### src/rtl/core/physical_frame_bitmap_allocator_top_defines.svh
// Assertion macros shared by the frame allocator RTL.
`ifndef PHYSICAL_FRAME_BITMAP_ALLOCATOR_TOP_DEFINES_SVH
`define PHYSICAL_FRAME_BITMAP_ALLOCATOR_TOP_DEFINES_SVH
`ifndef ASSERT_OFF
`define PFBA_ASSERT(lbl, clk, rst, prop) \
  lbl: assert property (@(posedge clk) disable iff (rst) prop) \
    else $error("frame allocator assertion failed");
`define PFBA_ASSERT_IMPL(lbl, clk, rst, ante, cons) \
  `PFBA_ASSERT(lbl, clk, rst, (ante) |-> (cons))
`else
`define PFBA_ASSERT(lbl, clk, rst, prop)
`define PFBA_ASSERT_IMPL(lbl, clk, rst, ante, cons)
`endif
`endif

### src/rtl/core/pfba_pkg.sv
// Types and constants of the physical frame bitmap allocator.
`default_nettype none
package pfba_pkg;

  localparam int WORD_W    = 32;
  localparam int OFS_W     = 5;
  localparam int COUNT_W   = 11;
  localparam int IDX_W     = 10;
  localparam int CFG_W     = 11;
  localparam int CFG_IDX_W = 2;
  localparam int REQ_W     = 2;
  localparam int STATUS_W  = 2;

  localparam logic [CFG_IDX_W-1:0] CFG_FRAME_COUNT    = 2'd0;
  localparam logic [CFG_IDX_W-1:0] CFG_RESERVED_BELOW = 2'd1;
  localparam logic [CFG_IDX_W-1:0] CFG_STACK_FIRST    = 2'd2;
  localparam logic [CFG_IDX_W-1:0] CFG_STACK_LIMIT    = 2'd3;

  typedef enum logic [REQ_W-1:0] {
    REQ_INIT  = 2'd0,
    REQ_ALLOC = 2'd1,
    REQ_FREE  = 2'd2,
    REQ_MARK  = 2'd3
  } pfba_req_t;

  typedef enum logic [STATUS_W-1:0] {
    ST_OK        = 2'd0,
    ST_NONE_FREE = 2'd1,
    ST_RANGE     = 2'd2
  } pfba_status_t;

  typedef struct packed {
    logic              found;
    logic [OFS_W-1:0]  pos;
    logic [WORD_W-1:0] set_word;
    logic [WORD_W-1:0] init_word;
  } pfba_word_t;

endpackage
`default_nettype wire

### src/rtl/core/pfba_word_unit.sv
// Shared word unit: range masks for init and first-free search for allocate.
`default_nettype none
module pfba_word_unit import pfba_pkg::*; #(
  parameter int FW = 11
) (
  input  logic [FW-1:0]     base,
  input  logic [WORD_W-1:0] data,
  input  logic [FW-1:0]     count,
  input  logic [FW-1:0]     res_lim,
  input  logic [FW-1:0]     stk_lo,
  input  logic [FW-1:0]     stk_hi,
  output pfba_word_t        word_o
);

  // Bits of the word at base whose frame lies below lim.
  function automatic logic [WORD_W-1:0] below(input logic [FW-1:0] lim,
                                                input logic [FW-1:0] b);
    logic [FW-1:0]     d;
    logic [WORD_W-1:0] r;
    d = lim - b;
    if (lim <= b) begin
      r = '0;
    end else if (d >= FW'(WORD_W)) begin
      r = '1;
    end else begin
      r = (WORD_W'(1) << d[OFS_W-1:0]) - WORD_W'(1);
    end
    return r;
  endfunction

  logic [WORD_W-1:0] free_bits;
  logic [OFS_W-1:0]  pos;

  assign free_bits = ~data & below(count, base);

  always_comb begin
    pos = '0;
    for (int i = WORD_W - 1; i >= 0; i--) begin
      if (free_bits[i]) begin
        pos = OFS_W'(i);
      end
    end
  end

  assign word_o.found     = |free_bits;
  assign word_o.pos       = pos;
  assign word_o.set_word  = data | (WORD_W'(1) << pos);
  assign word_o.init_word = below(res_lim, base) |
                            (below(stk_hi, base) & ~below(stk_lo, base));

endmodule
`default_nettype wire

### config.mk
export PLATFORM = sky130hd
export DESIGN_NAME = pfba_word_unit
export DESIGN_NICKNAME = d
export VERILOG_FILES = /design/src/rtl/core/physical_frame_bitmap_allocator_top_defines.svh /design/src/rtl/core/pfba_pkg.sv /design/src/rtl/core/pfba_word_unit.sv
export SDC_FILE = /design/constraint.sdc
export NUM_CORES = 1
export LEC_CHECK = 0
export ABC_AREA = 1
export BUFFER_PORTS_ARGS = -buffer_cell sky130_fd_sc_hd__buf_2
export CAP_MARGIN = 20
export CORE_ASPECT_RATIO = 1.75
export CORE_MARGIN = 5
export CORE_UTILIZATION = 63
export DETAILED_ROUTE_END_ITERATION = 16
export PLACE_DENSITY = 0.91
export SLEW_MARGIN = 10
export SYNTH_ARGS = -nofsm -noshare
export SYNTH_HDL_FRONTEND = slang
export SYNTH_SLANG_ARGS = --single-unit
### constraint.sdc
create_clock -name vclk -period 8.8
set_clock_uncertainty 0.15 [all_clocks]
set_input_delay 0.44 -clock vclk [all_inputs]
set_output_delay 0.44 -clock vclk [all_outputs]
set_load 0.01 [all_outputs]
* Word level (Yosys, flattened, before mapping)
Cells that the tools add are included.
** Cells by class
- $add $sub $neg :: 8
- Multiply operators :: 0
- Divide/modulo/power cells :: 0
- $lt $le $gt $ge :: 8
- Equality and inequality tests :: 0
- Shifts and indexed selects :: 5
- Multiplexer cells :: 40
- Bitwise operators :: 6
- Reduce and logical (&&, ||, !) cells :: 1
** Operators with widths (count)
- $mux 32 :: 8
- $mux 5 :: 32
- $shl 1x5->32 const A :: 5
- $sub 32x2->32 const B :: 4
- $and 32x32->32 :: 2
- $not 32->32 :: 2
- $or 32x32->32 :: 2
- $ge 11x6->1 const B :: 4
- $le 11x11->1 :: 4
- $sub 11x11->11 :: 4
- $reduce_or 32->1 :: 1
** Word-level totals
- Register bits :: 0
- Latch bits :: 0
- Bits in writable memories :: 0
- Bits in read-only memories :: 0
- Input bits :: 87
- Output and inout bits :: 70
- Word-level logic and storage cells :: 68
- Memories :: 0

* Longest topological paths before layout
- Word-level depth :: 40
- Depth in mapped cells :: 53
- Depth with buffers taken out :: 52

* Worst setup path after synthesis
Ideal clock, no wire load.
- Path type :: input-to-output
- Start :: input count[0]
- End :: output word_o[55] in the netlist's numbering
- Arrival time :: 4566 ps
- Required time :: 8210 ps
- Path slack :: 3644 ps
- Stages :: 53
- Path buffers :: 2
- Cells stage by stage :: inv_1 ha_1 fa_1 inv_1 nand2_1 nand2_1 nand3_1 nand2_2 buf_4 buf_2 nor2_1 inv_1 ha_1 nand2_1 nor2_2 nand2_1 nor2_2 nand2_1 [... 17 more ...] nand2_1 nand2_1 nand2_1 nand2_1 nand2_1 nand2_1 nand2_1 nand2_1 nand2_1 nand2_1 nand2_1 nand2_2 nand2_4 nand2_4 nand2_2 nor2_2 nand2_1 o21bai_1
** RTL lines
- start: declaration :: line pfba_word_unit.sv:8 : input logic [FW-1:0] count,
- end: declaration :: line pfba_word_unit.sv:12 : output pfba_word_t word_o

==> impl_metrics.toml <==
[sta]
tightest_slew_ns = 0.961
hold_slack_ns = 1.01
fin_crit_ns = 6.35
rsz0062_at_grt = "false"
slew_viol_final = 0
period_share_pct = 72.1
max-slew-margin-rel_pct = 35.8
fmax_ghz = 0.158
tns_ns = 0
finalHoldViolCount = 0
setup_viol = 0

[global_route]
grt_pass1_vias = 9141
grt_pass1_wl_um = 41700
grt_max_degree = 33
grt_antenna_before_repair = 2
grt_overflow = 0
track_usage_pct = 39.7

[place]
place_hpwl_um = 22200
placed_area_um2 = 7590
gp_congestion = 1.06
io_buffer_count = 157

[worst_setup_path]
crit_type = "in2out"
path_max_fanout = 22
cp_data_arrival_time_ns = 5.76
critical_path.max_stage_delay_ns = 0.48
crit_required_ns = 8.21
startpoint = "base[1]"
critPathSlowestCell = "fa_1"
worst_path_most_repeated_cell = "inv_1"
crit_path_end_kind = "primary output"
critPathLaunchType = "input port"

[run_status]
status = "complete, no violations"

[routing]
wl_met2_um = 13700
num_vias = 9628
drtIter0Drc = 720
route.detailed.drc = 0
totalWireLength_um = 26700
wirelength_met1_um = 8590
via_per_inst = 6.16
ant_nets = 0
wl_per_cell_um = 17.1
first_pass_iters = 7
dr.max_layer_used = "met4"
wl_met3_um = 1990

[floorplanning]
fp.dieArea_um2 = 13100
core_um2 = 10600
initial_utilization_pct = 64.1
die_x_um = 88.6
boundaryPins = 157
die_y_um = 148
std_cell_rows = 50

[power_and_ir_drop]
powerDensity_nw_per_um2 = 114
ir_drop_v = 0.0000828
power.leakage_uw = 0.00413

[synthesis]
ys_types = 61
synth_top_area_share_pct = 16.8
synth_area_leaders = "nand2_1, nor2_1, ha_1, inv_1, nand3_1"
syn_area_um2 = 6810
synth_nets = 1451
syn_inst = 1311
ys_warn_count = 0
yosysTopAreaCell = "nand2_1"
synth_most_common_cell = "nand2_1"
postSynthAreaPerCell_um2 = 5.20
ys_seq_area_share_pct = 0
yosys-top-cells-count = "nand2_1, nor2_1, inv_1"

[cells_and_area]
multi_input_area_um2 = 5940
regArea_um2 = 0
final.fill_count = 1027
design_area_um2 = 7600
syn2layout_area_growth_pct = 11.6
clkbuf_count = 0
fin_nets = 1573
seq_cell_count = 0
drive_above_1_share_pct = 17.5
fin_util_pct = 71.5

[cts]
postCtsSetupBuffers = 0
cts_hold_buf = 0
cts_resized = 0

[job]
maxCapViolCount = 0

[worst_hold_path]
min_path_type = "in2out"
hold_start = "data[5]"
-- final timing paths --
path	end	slack (ns)	depth (start not counted)
max	word_o[30]	2.45	36
min	word_o[37]	1.01	4
-- cell families (layout without fill, tap and decap cells) --
family,after synthesis,count (layout),synth area share [%]
AO/OA/AOI/OAI,246,246,21.8
AND/OR/NAND/NOR,760,760,50.8
XOR/XNOR,32,32,4.39
buffers and inverters,220,340,12.9
adder cells (fa/ha/maj),53,53,10.2
other,0,2,0
-- through the flow --
stage                     total power [µW]  setup slack [ns]  instances
after floorplan                        632              3.64       1311
after global placement                 823              2.77       1561
after detailed placement               835              2.59       1561
after CTS                              839              2.58       1561
after global routing                   954              1.98       1561
final                                  867              2.45       1563
-- layout make-up --
class	instances	share of cell area (%)
timing repair buffer	163	10.9
antenna	2	0.0659
inverter	177	8.74
tap	130	2.14
multi-input combinational	1091	78.1
-- worst max-delay path, delay by kind of cell --
family	cells	cell delay [ns]
simple gates	18	2.42
compound gates	5	0.58
buf+inv	10	1.43
fa+ha+maj	2	0.70
xor+xnor	1	0.15
-- routing by layer --
layer	track usage (%)	vias up
met1	35.2	4256
met2	73.1	538
li1	-	4631
met3	10.1	203
met4	29.8	0
met5	0	-
-- report_power, final --
| group | total (µW) | leakage [µW] | internal, µW | switching, µW |
|---|---|---|---|---|
| clock | 0.0000236 | 0.0000000127 | 0.0000236 | 0 |
| sequential | 0 | 0 | 0 | 0 |
| combinational | 867 | 0.00413 | 276 | 591 |
-- cell usage in the layout, fill, tap and decap left out, types with 3 or more instances in the layout --
| master | synthesis | final |
|---|---|---|
| xor2_1 | 23 | 23 |
| nand4_1 | 21 | 21 |
| nand3_2 | 8 | 8 |
| o21bai_1 | 20 | 20 |
| a31o_2 | 3 | 3 |
| nand2_2 | 12 | 12 |
| ha_1 | 49 | 49 |
| or4_1 | 3 | 3 |
| nand2_4 | 4 | 4 |
| o211ai_1 | 7 | 7 |
| nand3_1 | 111 | 111 |
| nor2_2 | 20 | 20 |
| a21oi_1 | 50 | 50 |
| buf_2 | 10 | 157 |
| xnor2_1 | 8 | 8 |
| nand2_1 | 305 | 305 |
| nand3b_1 | 6 | 6 |
| nor2_4 | 5 | 5 |
| nor3_1 | 54 | 54 |
| clkinv_1 | 4 | 4 |
| nor4_1 | 5 | 5 |
| o31ai_1 | 4 | 4 |
| a211oi_1 | 3 | 3 |
| nor3_2 | 4 | 4 |
| o21ai_0 | 99 | 99 |
| a21o_1 | 5 | 5 |
| buf_4 | 2 | 6 |
| inv_2 | 13 | 13 |
| or2_2 | 9 | 9 |
| nor2_1 | 183 | 183 |
| a32o_1 | 15 | 15 |
| o21ai_1 | 14 | 14 |
| inv_1 | 160 | 160 |
| a31oi_1 | 9 | 9 |
| fa_1 | 4 | 4 |
Note: power is estimated with default switching activity, not from simulation.
