$ cat config.mk
export PLATFORM = sky130hd
export DESIGN_NAME = pfba_map_ram
export DESIGN_NICKNAME = d
export VERILOG_FILES = /design/src/rtl/core/physical_frame_bitmap_allocator_top_defines.svh /design/src/rtl/core/pfba_pkg.sv /design/src/rtl/core/pfba_map_ram.sv
export SDC_FILE = /design/constraint.sdc
export NUM_CORES = 1
export LEC_CHECK = 0
export BUFFER_PORTS_ARGS = -buffer_cell sky130_fd_sc_hd__buf_2
export CAP_MARGIN = 10
export CORE_MARGIN = 8
export CORE_UTILIZATION = 35
export CTS_BUF_LIST = sky130_fd_sc_hd__clkbuf_8
export CTS_CLUSTER_DIAMETER = 50
export DETAILED_ROUTE_END_ITERATION = 16
export GPL_TIMING_DRIVEN = 0
export SLEW_MARGIN = 20
export SYNTH_ARGS = -nofsm -noshare
export SYNTH_HDL_FRONTEND = slang
export SYNTH_SLANG_ARGS = --single-unit
$ cat constraint.sdc
create_clock -name clk -period 8.2 [get_ports clk]
set_input_delay 2.46 -clock clk [delete_from_list [all_inputs] [get_ports clk]]
set_output_delay 2.46 -clock clk [all_outputs]
set_load 0.01 [all_outputs]
$ cat src/rtl/core/physical_frame_bitmap_allocator_top_defines.svh
// Assertion macros shared by the frame allocator RTL.
`ifndef PHYSICAL_FRAME_BITMAP_ALLOCATOR_TOP_DEFINES_SVH
`define PHYSICAL_FRAME_BITMAP_ALLOCATOR_TOP_DEFINES_SVH
`ifndef ASSERT_OFF
`define PFBA_ASSERT(lbl, clk, rst, prop) \
  lbl: assert property (@(posedge clk) disable iff (rst) prop) \
    else $error("frame allocator assertion failed");
`define PFBA_ASSERT_IMPL(lbl, clk, rst, ante, cons) \
  `PFBA_ASSERT(lbl, clk, rst, (ante) |-> (cons))
`else
`define PFBA_ASSERT(lbl, clk, rst, prop)
`define PFBA_ASSERT_IMPL(lbl, clk, rst, ante, cons)
`endif
`endif

$ cat src/rtl/core/pfba_pkg.sv
// Types and constants of the physical frame bitmap allocator.
`default_nettype none
package pfba_pkg;

  localparam int WORD_W    = 32;
  localparam int OFS_W     = 5;
  localparam int COUNT_W   = 11;
  localparam int IDX_W     = 10;
  localparam int CFG_W     = 11;
  localparam int CFG_IDX_W = 2;
  localparam int REQ_W     = 2;
  localparam int STATUS_W  = 2;

  localparam logic [CFG_IDX_W-1:0] CFG_FRAME_COUNT    = 2'd0;
  localparam logic [CFG_IDX_W-1:0] CFG_RESERVED_BELOW = 2'd1;
  localparam logic [CFG_IDX_W-1:0] CFG_STACK_FIRST    = 2'd2;
  localparam logic [CFG_IDX_W-1:0] CFG_STACK_LIMIT    = 2'd3;

  typedef enum logic [REQ_W-1:0] {
    REQ_INIT  = 2'd0,
    REQ_ALLOC = 2'd1,
    REQ_FREE  = 2'd2,
    REQ_MARK  = 2'd3
  } pfba_req_t;

  typedef enum logic [STATUS_W-1:0] {
    ST_OK        = 2'd0,
    ST_NONE_FREE = 2'd1,
    ST_RANGE     = 2'd2
  } pfba_status_t;

  typedef struct packed {
    logic              found;
    logic [OFS_W-1:0]  pos;
    logic [WORD_W-1:0] set_word;
    logic [WORD_W-1:0] init_word;
  } pfba_word_t;

endpackage
`default_nettype wire

$ cat src/rtl/core/pfba_map_ram.sv
// Word-wide used-bit memory with one write port and a registered read port.
`default_nettype none
module pfba_map_ram import pfba_pkg::*; #(
  parameter int DEPTH = 32,
  parameter int AW    = 5
) (
  input  logic              clk,
  input  logic              we,
  input  logic [AW-1:0]     waddr,
  input  logic [WORD_W-1:0] wdata,
  input  logic [AW-1:0]     raddr,
  output logic [WORD_W-1:0] rdata
);

  logic [WORD_W-1:0] mem [DEPTH];

  always_ff @(posedge clk) begin
    if (we) begin
      mem[waddr] <= wdata;
    end
    rdata <= mem[raddr];
  end

endmodule
`default_nettype wire

# ---- Word-level counts from Yosys, hierarchy flattened
# Memories as Yosys holds them, arrays and structs flattened. A register that Yosys moved wholly into a read port is not among the register bits.
# Cells that the tools add are included.
# Widths: inputs -> output; s select.
dict set report word_totals {
  wordCells 3
  ff_bits 0
  input_bits 44
  n_memories 1
  ramBits 1024
  output_inout_bits 32
}
dict set report op_classes {
  mux 2
}
# memory depth width read_ports rd_ports_with_merged_regs write_ports line_no
set memory_table {}
lappend memory_table {mem 32 32 1 1 1 pfba_map_ram.sv:15} ;# logic [WORD_W-1:0] mem [DEPTH];
# cell count
set ops {}
lappend ops {{$mux 1} 2}

# ---- Logic depth before layout (Yosys ltp)
# Gate-level depths: netlist (run 1).
dict set report depth {
  depth_word 2
  mapped_depth 8
}

# ---- Least setup slack after synthesis (run 1)
# No wires, ideal clock.
dict set report synth_path {
  kind {input-to-reg}
  startpoint {input port waddr[1]}
  endpoint {memory mem[12][0], enable pin}
  arrival_ns 4.473
  setup_time_ns 0.421
  required_time_ns 7.779
  setup_slack_ns 3.306
  path_buffers 1
  cell_stages 3
  path_cell_list {or3b_2 clkbuf_1 nor2_1}
}
# element line_no
set synth_rtl {}
lappend synth_rtl {{start, declared} pfba_map_ram.sv:9} ;# input logic [AW-1:0] waddr,
lappend synth_rtl {{end, declared} pfba_map_ram.sv:15}
# No word-level cell before the write port.

==> results of run 1 <==
-- metal layers --
layer | GRT usage, % | vias to the layer above | routed length [um]
met5 | 0 | - | 48
met4 | 5.01 | 8 | 2520
met3 | 3.60 | 178 | 6780
met2 | 27.1 | 709 | 51000
met1 | 19.1 | 11000 | 40700
li1 | - | 9550 | -
-- layout by cell type, fill, tap and decap left out, types with 5 or more instances in the layout --
| master | synthesis | layout |
|---|---|---|
| nand3_1 | 98 | 98 |
| clkbuf_1 | 46 | 46 |
| buf_6 | 15 | 15 |
| buf_12 | 0 | 10 |
| clkinvlp_4 | 0 | 7 |
| nand3b_1 | 5 | 5 |
| nor2_4 | 0 | 32 |
| a21oi_1 | 96 | 96 |
| nand2_1 | 98 | 98 |
| nor3_1 | 32 | 32 |
| mux2i_1 | 512 | 512 |
| clkinv_1 | 0 | 37 |
| buf_4 | 33 | 33 |
| clkinv_2 | 0 | 17 |
| inv_1 | 0 | 58 |
| edfxtp_1 | 1024 | 1024 |
| a31oi_1 | 32 | 32 |
| dfxtp_1 | 32 | 32 |
| buf_1 | 5 | 5 |
| a22oi_1 | 96 | 96 |
| clkbuf_8 | 0 | 167 |
| buf_2 | 26 | 100 |
| buf_16 | 0 | 28 |
| a22o_1 | 64 | 64 |
| inv_6 | 0 | 5 |
-- through the flow --
stage,setup WS (ns),utilization [%],area [sq um],std cells
floorplan,3.31,-,40500,2260
global placement,1.70,37.3,42700,3846
CTS,4.13,41.0,46900,4179
finish,4.00,41.0,46900,4183
global route,4.02,41.0,46900,4180
detailed placement,3.25,38.4,44000,3884
-- worst max-delay path, cell delays in order --
cell and delay (ns):
buf_2 0.12, nor2_1 0.13, buf_2 0.33, clkbuf_1 0.54, a22o_1 0.24, nor3_1 0.06
a31oi_1 0.60, nand3_1 0.31
-- flip-flops by register name (all words and copies together), names as in the netlist --
signal,cells
mem,1024
rdata,32
-- layout make-up --
| type | count | share of cell area, % |
|---|---|---|
| buffer | 127 | 1.61 |
| timing repair buffer | 112 | 2.86 |
| clock buffer | 167 | 4.90 |
| antenna | 4 | 0.0213 |
| tap | 1512 | 4.03 |
| sequential | 1056 | 66.9 |
| clock inverter | 128 | 1.36 |
| multi-input combinational | 1077 | 18.3 |
-- logic make-up (layout without fill, tap and decap cells) --
kind of cell / Yosys count / in the layout / share of synthesized area [%]
compound gates: 288 / 288 / 4.85
flops: 1056 / 1056 / 77.5
buf+inv: 127 / 534 / 1.86
mux: 512 / 512 / 12.7
other cells: 0 / 4 / 0
simple gates: 277 / 277 / 3.10
-- Yosys cell counts (33+ instances only) --
cell type / count
edfxtp_1: 1024
mux2i_1: 512
nand2_1: 98
nand3_1: 98
a21oi_1: 96
a22oi_1: 96
a22o_1: 64
clkbuf_1: 46
nor2_1: 34
buf_4: 33
-- final timing paths --
| check | endpoint | slack [ns] | depth (start not counted) | startpoint |
|---|---|---|---|---|
| setup / recovery | rdata[11]$_DFF_P_ | 4.00 | 8 | raddr[1] |
| hold / removal | rdata[29]$_DFF_P_ | 0.63 | 4 | mem[26][29]$_DFFE_PP_ |
| hold reg to reg | rdata[29]$_DFF_P_ | 0.63 | 4 | mem[26][29]$_DFFE_PP_ |
| setup reg to reg | rdata[11]$_DFF_P_ | 6.36 | 5 | mem[4][11]$_DFFE_PP_ |
-- where the power goes --
part	internal (mW)	switching (mW)	leakage (nW)
clock network	1.99	1.97	1.70
logic	0.196	0.424	5.21
registers	6.00	0.0191	9.49
total	8.19	2.42	16.4
==> flow_metrics.py, run 1 <==
metrics = {
    "outcome": {
        "status": "finished clean",
    },
    "die": {
        "ios": 76,
        "floorplan.die_area_sq_um": 127000,
        "die_h_um": 356,
        "core_area_sq_um": 115000,
        "die_x_um": 356,
        "start_util_pct": 35.4,
        "core.rowCount": 124,
    },
    "synth": {
        "ys_ff_latch": 1056,
        "synth_edf_count": 1024,
        "syn-mean-instance-area_sq_um": 17.9,
        "ys_types": 25,
        "syn_inst": 2260,
        "synth_area_sq_um": 40500,
        "yosysTopAreaCellShare_pct": 76.0,
        "synth_ff_type": "edfxtp_1",
        "async_reset_ff_share_pct": 0,
        "ys_warn_count": 0,
        "synth_area_leaders": "edfxtp_1 (76%), mux2i_1 (13%), a22oi_1 (1.8%)",
        "synth_fp_nets": 2304,
        "synth_seq_area_share_pct": 77.5,
        "yosys.area.top_type": "edfxtp_1",
    },
    "grt": {
        "grt_max_degree": 33,
        "antenna_found_initial": 10,
        "grt_use_total_pct": 15.6,
        "grt-ovfl-total": 0,
        "grt_pass1_wl_um": 145000,
        "grt_pass1_vias": 22200,
    },
    "setup_path": {
        "cp.required_ns": 8.81,
        "cp-start-kind": "input port",
        "cp_max_fo": 10,
        "critical_path_class": "input port to flip-flop",
        "critPathCaptureType": "flip-flop",
        "cp.arrival_ns": 4.81,
    },
    "clock_network": {
        "postCtsSetupBuffers": 0,
        "clock-root-buffer": "clkbuf_8",
        "clk_latency_ns": 0.81,
        "cts_made_buffers": 163,
        "cts.sinks": 1056,
        "path_clk_slew_ns": 0.06,
        "cts_hold_buf": 0,
        "h-tree-depth": 4,
        "cts_resized": 0,
        "cts_tree": "built",
        "cts_buffer_depth": 3,
    },
    "pwr": {
        "powerDensity_nw_per_um2": 226,
        "finalPower_mw": 10.6,
        "p_leak_nw": 16.4,
        "ir_drop_mv": 0.114,
    },
    "sta": {
        "relSlewSlack_pct": 26.4,
        "final.setup.tns_ns": 0,
        "setup_violations": 0,
        "slew_violations": 0,
        "whs_ns": 0.631,
        "worst_pin_slew_ns": 1.10,
        "fin_crit_sh_pct": 51.3,
        "finClkSkew_ns": 0.0357,
        "min_period_ns": 4.20,
        "rsz0062_at_grt": "no",
        "hold_violations": 0,
        "max_freq_mhz": 238,
    },
    "route": {
        "dr.pass1.iters": 5,
        "drt-wirelength-per-cell_um": 24.2,
        "num_vias": 21400,
        "ant_nets": 0,
        "finalWirelength_um": 101000,
        "viasPerCell": 5.12,
        "drc_errors": 0,
        "drt_iter0_markers": 1821,
    },
    "layout": {
        "multi_input_area_sq_um": 8580,
        "area.growth.synth_to_final_pct": 15.9,
        "regArea_sq_um": 31400,
        "nFillCells": 10200,
        "fin_nets": 2581,
        "layout-drive-gt1-share_pct": 15.9,
    },
    "place": {
        "dp_hpwl_um": 67600,
        "place_congestion": 0.810,
        "port_buffers": 74,
    },
    "job": {
        "maxCapViolations": 0,
    },
    "hold_path": {
        "min_path_type": "flip-flop to flip-flop",
    },
}
Note: power is estimated with default switching activity, not from simulation.
==> run 2, diff against run 1 <==
--- a/config.mk
+++ b/config.mk
@@ -5,6 +5,7 @@
 export SDC_FILE = /design/constraint.sdc
 export NUM_CORES = 1
 export LEC_CHECK = 0
+export ABC_AREA = 1
 export BUFFER_PORTS_ARGS = -buffer_cell sky130_fd_sc_hd__buf_2
 export CAP_MARGIN = 10
 export CORE_MARGIN = 8
==> constraint.sdc (replaced) <==
create_clock -name clk -period 3.4 [get_ports clk]
set_input_delay 1.02 -clock clk [delete_from_list [all_inputs] [get_ports clk]]
set_output_delay 1.02 -clock clk [all_outputs]
set_load 0.01 [all_outputs]
==> run 2 against run 1 <==
Effect of this change:
- synthesized area rose by 4.7%
- clock power rose to 2.7 times the previous value
- combinational power rose to 3.2 times the previous value
- cell count rose by 33%
- core utilization fell by 0.14 points
- count of clock-buffer cells in the layout rose by 19
- power rose to 2.6 times the previous value
- critical path depth fell by 3
- critical endpoint is now mem[24][21]$_DFFE_PP_
==> flow_metrics.py, run 2 <==
metrics = {
    "die": {
        "die_x_um": 364,
        "floorplan.die_area_sq_um": 133000,
        "core.rowCount": 127,
        "core_area_sq_um": 120000,
        "die_h_um": 364,
        "ios": 76,
        "start_util_pct": 35.3,
    },
    "setup_path": {
        "cpMaxStageDelayCell": "nor2_4",
        "critPathCaptureType": "flip-flop",
        "ff2ff_path_depth": 8,
        "cp.arrival_ns": 3.02,
        "cp.required_ns": 3.91,
        "r2r_end": "rdata[14]$_DFF_P_",
        "max_stage_delay_ns": 0.90,
        "r2r_setup_slack_ns": 1.93,
        "critical_path_class": "input port to flip-flop",
        "r2r_start": "mem[28][14]$_DFFE_PP_",
        "cp-start-kind": "input port",
        "crit_path_cell_trace": "buf_2 -> inv_1 -> nand3_1 -> nor2_4 -> buf_12",
        "cp_max_fo": 17,
    },
    "synth": {
        "syn-mean-instance-area_sq_um": 12.0,
        "synth_edf_count": 1024,
        "syn_inst": 3536,
        "ys_ff_latch": 1056,
        "synth_area_sq_um": 42400,
        "synth_area_leaders": "edfxtp_1 (73%), nand2_1 (13%), nand3_1 (9.2%)",
        "synth_seq_area_share_pct": 74.0,
        "async_reset_ff_share_pct": 0,
        "synth_ff_type": "edfxtp_1",
        "synth_top_family_by_area": "simple AND/OR/NAND/NOR gates",
        "synth_fp_nets": 3580,
        "synthXorXnorAreaFrac_pct": 0,
        "ys_warn_count": 0,
        "synth_mux_area_share_pct": 0,
        "yosysTopAreaCellShare_pct": 72.5,
        "yosysMostFrequentCell": "nand2_1",
        "yosys.area.top_type": "edfxtp_1",
        "ys_types": 14,
        "synth_compound_gate_area_share_pct": 0,
        "yosys.area_share.simple_pct": 22.2,
        "synthTopCellsByCount": "nand2_1 (1440), edfxtp_1 (1024), nand3_1 (780), buf_2 (83), buf_6 (66)",
        "synthAdderAreaFrac_pct": 0,
    },
    "route": {
        "num_vias": 28700,
        "finalWirelength_um": 131000,
        "dr.pass1.iters": 9,
        "drt_iter0_markers": 3511,
        "drc_errors": 0,
        "ant_nets": 0,
        "viasPerCell": 5.16,
        "drt-wirelength-per-cell_um": 23.6,
    },
    "layout": {
        "stdcell_count": 5570,
        "final_common_cell": "nand2_1",
        "fin_nets": 3861,
        "top_regs": "mem (1024), rdata (32)",
        "layout-drive-gt1-share_pct": 13.6,
        "largest_reg_flops": 1024,
        "final_cell_mix": "nand2_1 (1440), edfxtp_1 (1024), nand3_1 (780), clkbuf_8 (186), buf_2 (156)",
        "area.growth.synth_to_final_pct": 15.6,
        "final_util_pct": 40.8,
        "regMostFlops": "mem",
    },
    "place": {
        "place_congestion": 0.840,
        "dp_hpwl_um": 85600,
        "port_buffers": 72,
        "dp.cells": 5254,
        "post-place-ws_ns": 0.119,
    },
    "sta": {
        "rsz0062_at_grt": "no",
        "final.setup.tns_ns": 0,
        "slew_violations": 0,
        "setup_ws_ns": 0.892,
        "fin_crit_sh_pct": 73.8,
        "finClkSkew_ns": 0.0342,
        "worst_pin_slew_ns": 0.933,
        "hold_violations": 0,
        "min_period_ns": 2.51,
        "setup_violations": 0,
        "max_freq_mhz": 399,
        "relSlewSlack_pct": 37.8,
    },
    "hold_path": {
        "min_path_type": "input port to flip-flop",
        "worstHoldStart": "wdata[3]",
        "holdPathEnd": "mem[16][3]$_DFFE_PP_",
        "whs_path_depth": 1,
    },
    "clock_network": {
        "cts.sinks": 1056,
        "cts_made_buffers": 173,
        "cts_tree": "built",
        "postCtsSetupBuffers": 0,
        "path_clk_slew_ns": 0.06,
        "h-tree-depth": 4,
        "clock-root-buffer": "clkbuf_8",
        "cts_hold_buf": 0,
        "cts_buffer_depth": 3,
        "cts_resized": 0,
        "clk_latency_ns": 0.84,
    },
    "pwr": {
        "p_leak_nw": 18.2,
        "powerDensity_nw_per_um2": 553,
        "ir_drop_mv": 0.362,
    },
    "grt": {
        "grt_pass1_vias": 27300,
        "grt_use_total_pct": 19.3,
        "grt_pass1_wl_um": 188000,
        "grt-ovfl-total": 0,
        "antenna_found_initial": 13,
        "grt_max_degree": 33,
    },
    "outcome": {
        "status": "finished clean",
    },
    "job": {
        "maxCapViolations": 0,
    },
}
==> run 2: cell types whose count changed after synthesis, sizes merged, moves of 10 or more <==
cell    previous run  this run
buf               79       194
a31oi             32         0
clkbuf            48        24
inv                0        10
a22o              64         0
nand2             98      1440
a22oi             96         0
mux2i            512         0
a21oi             96         0
nand3             98       780
nor3              32         0
==> run 2: worst max-delay path: cells and delay by family <==
| kind | cells | cell delay, ns |
|---|---|---|
| AND/OR/NAND/NOR | 2 | 1.51 |
| buffers and inverters | 3 | 0.46 |
==> run 2: layout make-up <==
| type | instances | area (sq um) |
|---|---|---|
| fill | 11300 | 71100 |
| buffer | 218 | 1540 |
| tap | 1612 | 2020 |
| inverter | 10 | 45.0 |
| timing repair buffer | 106 | 1120 |
| sequential | 1056 | 31400 |
| multi-input combinational | 2252 | 9670 |
| clock buffer | 186 | 2560 |
| antenna | 9 | 22.5 |
| clock inverter | 121 | 677 |
==> run 2: cells by family (layout without fill, tap and decap cells) <==
| group | count (synthesis) | in the layout |
|---|---|---|
| other cells | 0 | 9 |
| buf+inv | 228 | 641 |
| flops | 1056 | 1056 |
| simple gates | 2252 | 2252 |
==> run 2: stage by stage <==
step | area (sq um) | power (mW) | hold WS [ns]
finish | 49000 | 27.1 | 0.740
global route | 49000 | 27.9 | 0.729
CTS | 49000 | 27.2 | 0.679
detailed placement | 45800 | 16.8 | 0.813
global placement | 44800 | 16.7 | 0.796
floorplan | 42400 | 15.8 | 0.688
==> run 2: where the power goes <==
group / switching, mW / leakage [nW] / internal (mW)
combinational: 1.49 / 6.82 / 0.516
sequential: 0.0444 / 9.49 / 14.5
clock: 5.15 / 1.84 / 5.43
total: 6.69 / 18.2 / 20.4
==> run 2: routing by layer <==
| metal | GRT usage (%) | up-vias | share of wire, % |
|---|---|---|---|
| met2 | 31.2 | 1476 | 46 |
| met5 | 0 | - | 0.028 |
| met4 | 7.16 | 6 | 3.5 |
| met1 | 25.8 | 14000 | 40 |
| met3 | 3.95 | 278 | 9.8 |
| li1 | - | 12900 | - |
==> run 2: worst max-delay path by stage <==
| stage | startpoint | end | depth (start not counted) |
|---|---|---|---|
| after global placement | waddr[1] | mem[25][28]$_DFFE_PP_ | 4 |
| after global routing | waddr[0] | mem[24][22]$_DFFE_PP_ | 5 |
| after floorplan | waddr[0] | mem[8][0]$_DFFE_PP_ | 3 |
| after CTS | rdata[6]$_DFF_P_ | rdata[6] | 1 |
| final | waddr[0] | mem[24][21]$_DFFE_PP_ | 5 |
| after detailed placement | waddr[0] | mem[24][28]$_DFFE_PP_ | 5 |
==> run 3, diff against run 2 <==
==> constraint.sdc (replaced) <==
create_clock -name clk -period 2.2 [get_ports clk]
set_input_delay 0.66 -clock clk [delete_from_list [all_inputs] [get_ports clk]]
set_output_delay 0.66 -clock clk [all_outputs]
set_load 0.01 [all_outputs]
==> run 3 against run 2 <==
Effect of this change:
- the flow now finishes with violations (antenna violations)
- worst setup slack worse by 0.89 ns
- cell count barely moved
- via count is 0.79% lower
- sequential cell count stayed put
- die area unchanged
- worst hold slack lost 0.34 ns
==> flow_metrics.py, run 3 (synthesis results as in run 2) <==
metrics = {
    "outcome": {
        "status": "complete, but fails checks",
        "violations": "antenna violations",
    },
    "setup_path": {
        "max_stage_delay_ns": 0.73,
        "cp.required_ns": 2.94,
        "cpLargestDelayFamily": "buffers and inverters",
        "cp_max_fo": 10,
        "cp_num_buf_inv": 3,
        "cpMaxStageDelayCell": "clkbuf_1",
        "critical_path_class": "input port to flip-flop",
        "critPathCaptureType": "flip-flop",
        "cp.arrival_ns": 2.93,
        "cp-start-kind": "input port",
        "cpMostUsedCell": "nand2_1",
        "crit_path_cell_trace": "buf_2 -> clkbuf_1 -> clkbuf_1 -> nand2_1 -> nand2_1 -> nand2_1 -> nand2_1",
    },
    "clock_network": {
        "cts_made_buffers": 174,
        "clk_latency_ns": 0.85,
        "cts_tree": "built",
        "cts_buffer_depth": 3,
        "cts.sinks": 1056,
        "cts_hold_buf": 0,
        "postCtsSetupBuffers": 0,
        "path_clk_slew_ns": 0.06,
        "clock-root-buffer": "clkbuf_8",
        "h-tree-depth": 4,
        "cts_resized": 0,
    },
    "place": {
        "dp_hpwl_um": 85800,
        "dp.cells": 5255,
        "port_buffers": 72,
        "place_congestion": 0.868,
        "post-place-ws_ns": -0.739,
    },
    "pwr": {
        "ir_drop_mv": 0.423,
        "powerDensity_nw_per_um2": 848,
        "p_leak_nw": 18.2,
    },
    "sta": {
        "max_freq_mhz": 456,
        "fin_crit_sh_pct": 99.7,
        "relSlewSlack_pct": 20.2,
        "worst_pin_slew_ns": 1.20,
        "hold_violations": 0,
        "slew_violations": 0,
        "min_period_ns": 2.19,
        "setup_violations": 0,
        "finClkSkew_ns": 0.0368,
        "setup_ws_ns": 0.00648,
        "whs_ns": 0.398,
        "rsz0062_at_grt": "no",
    },
    "die": {
        "start_util_pct": 35.3,
        "ios": 76,
        "floorplan.die_area_sq_um": 133000,
        "core.rowCount": 127,
        "die_h_um": 364,
        "core_area_sq_um": 120000,
        "die_x_um": 364,
    },
    "grt": {
        "grt_pass1_wl_um": 186000,
        "grt-ovfl-total": 0,
        "grt_max_degree": 33,
        "antenna_found_initial": 9,
        "grt_pass1_vias": 27300,
        "grt_use_total_pct": 19.2,
    },
    "layout": {
        "stdcell_count": 5571,
        "fin_nets": 3863,
        "layout-drive-gt1-share_pct": 13.6,
        "area.growth.synth_to_final_pct": 15.7,
        "final_common_cell": "nand2_1",
        "top_regs": "mem (1024), rdata (32)",
        "final_cell_mix": "nand2_1 (1440), edfxtp_1 (1024), nand3_1 (780), clkbuf_8 (186), buf_2 (155)",
        "final_util_pct": 40.8,
        "largest_reg_flops": 1024,
        "regMostFlops": "mem",
    },
    "route": {
        "viasPerCell": 5.12,
        "drt_iter0_markers": 2985,
        "drc_errors": 0,
        "drt-wirelength-per-cell_um": 23.4,
        "dr.pass1.iters": 5,
        "ant_nets": 1,
        "num_vias": 28500,
        "finalWirelength_um": 130000,
    },
    "hold_path": {
        "min_path_type": "input port to flip-flop",
    },
    "job": {
        "maxCapViolations": 0,
    },
}
[run 3: cell types whose count changed in the layout (fill, tap and decap cells not counted), sizes merged]
cell / delta
clkinvlp: +1
buf: +1
diode: +1
clkinv: -6
bufinv: -1
inv: +5
[run 3: layout make-up]
cell class	count	area, sq um
timing repair buffer	107	1170
inverter	10	45.0
multi-input combinational	2252	9670
clock buffer	186	2560
tap	1612	2020
fill	11400	71100
buffer	218	1540
antenna	10	25.0
sequential	1056	31400
clock inverter	120	646
[run 3: final timing paths]
path | end | slack (ns) | depth (start not counted) | from
max | rdata[12]$_DFF_P_ | 0.006 | 7 | raddr[3]
min reg2reg | rdata[27]$_DFF_P_ | 0.82 | 8 | mem[24][27]$_DFFE_PP_
min | mem[2][27]$_DFFE_PP_ | 0.40 | 1 | wdata[27]
max reg2reg | rdata[12]$_DFF_P_ | 0.71 | 8 | mem[29][12]$_DFFE_PP_
[run 3: metrics by stage]
stage / power [mW] / TNS, ns / instance area [sq um]
floorplan: 24.4 / -146.53 / 42500
global placement: 25.8 / -1345.64 / 44900
detailed placement: 25.9 / -553.69 / 45800
CTS: 41.8 / 0 / 49000
global route: 42.9 / 0 / 49000
finish: 41.6 / 0 / 49100
[run 3: layer usage]
layer / share of wire (%) / track usage, %
met5: 0.010 / 0
met4: 2.9 / 6.57
met3: 8.9 / 3.57
met2: 48 / 31.6
met1: 41 / 25.4
[run 3: worst reg2reg max path, cell delays in order (launching register included)]
cell and delay [ns]:
edfxtp_1 0.36, nand2_1 0.07, nand3_1 0.09, nand3_1 0.17
nand2_1 0.07, nand2_1 0.06, nand2_1 0.15, nand2_1 0.19
nand2_1 0.17
[run 3: power by group]
group / internal, mW / leakage (nW) / total [mW] / switching [mW]
Combinational: 0.799 / 6.84 / 3.11 / 2.31
Clock: 8.25 / 1.85 / 16.1 / 7.82
Sequential: 22.4 / 9.49 / 22.4 / 0.0664
Total: 31.4 / 18.2 / 41.6 / 10.2
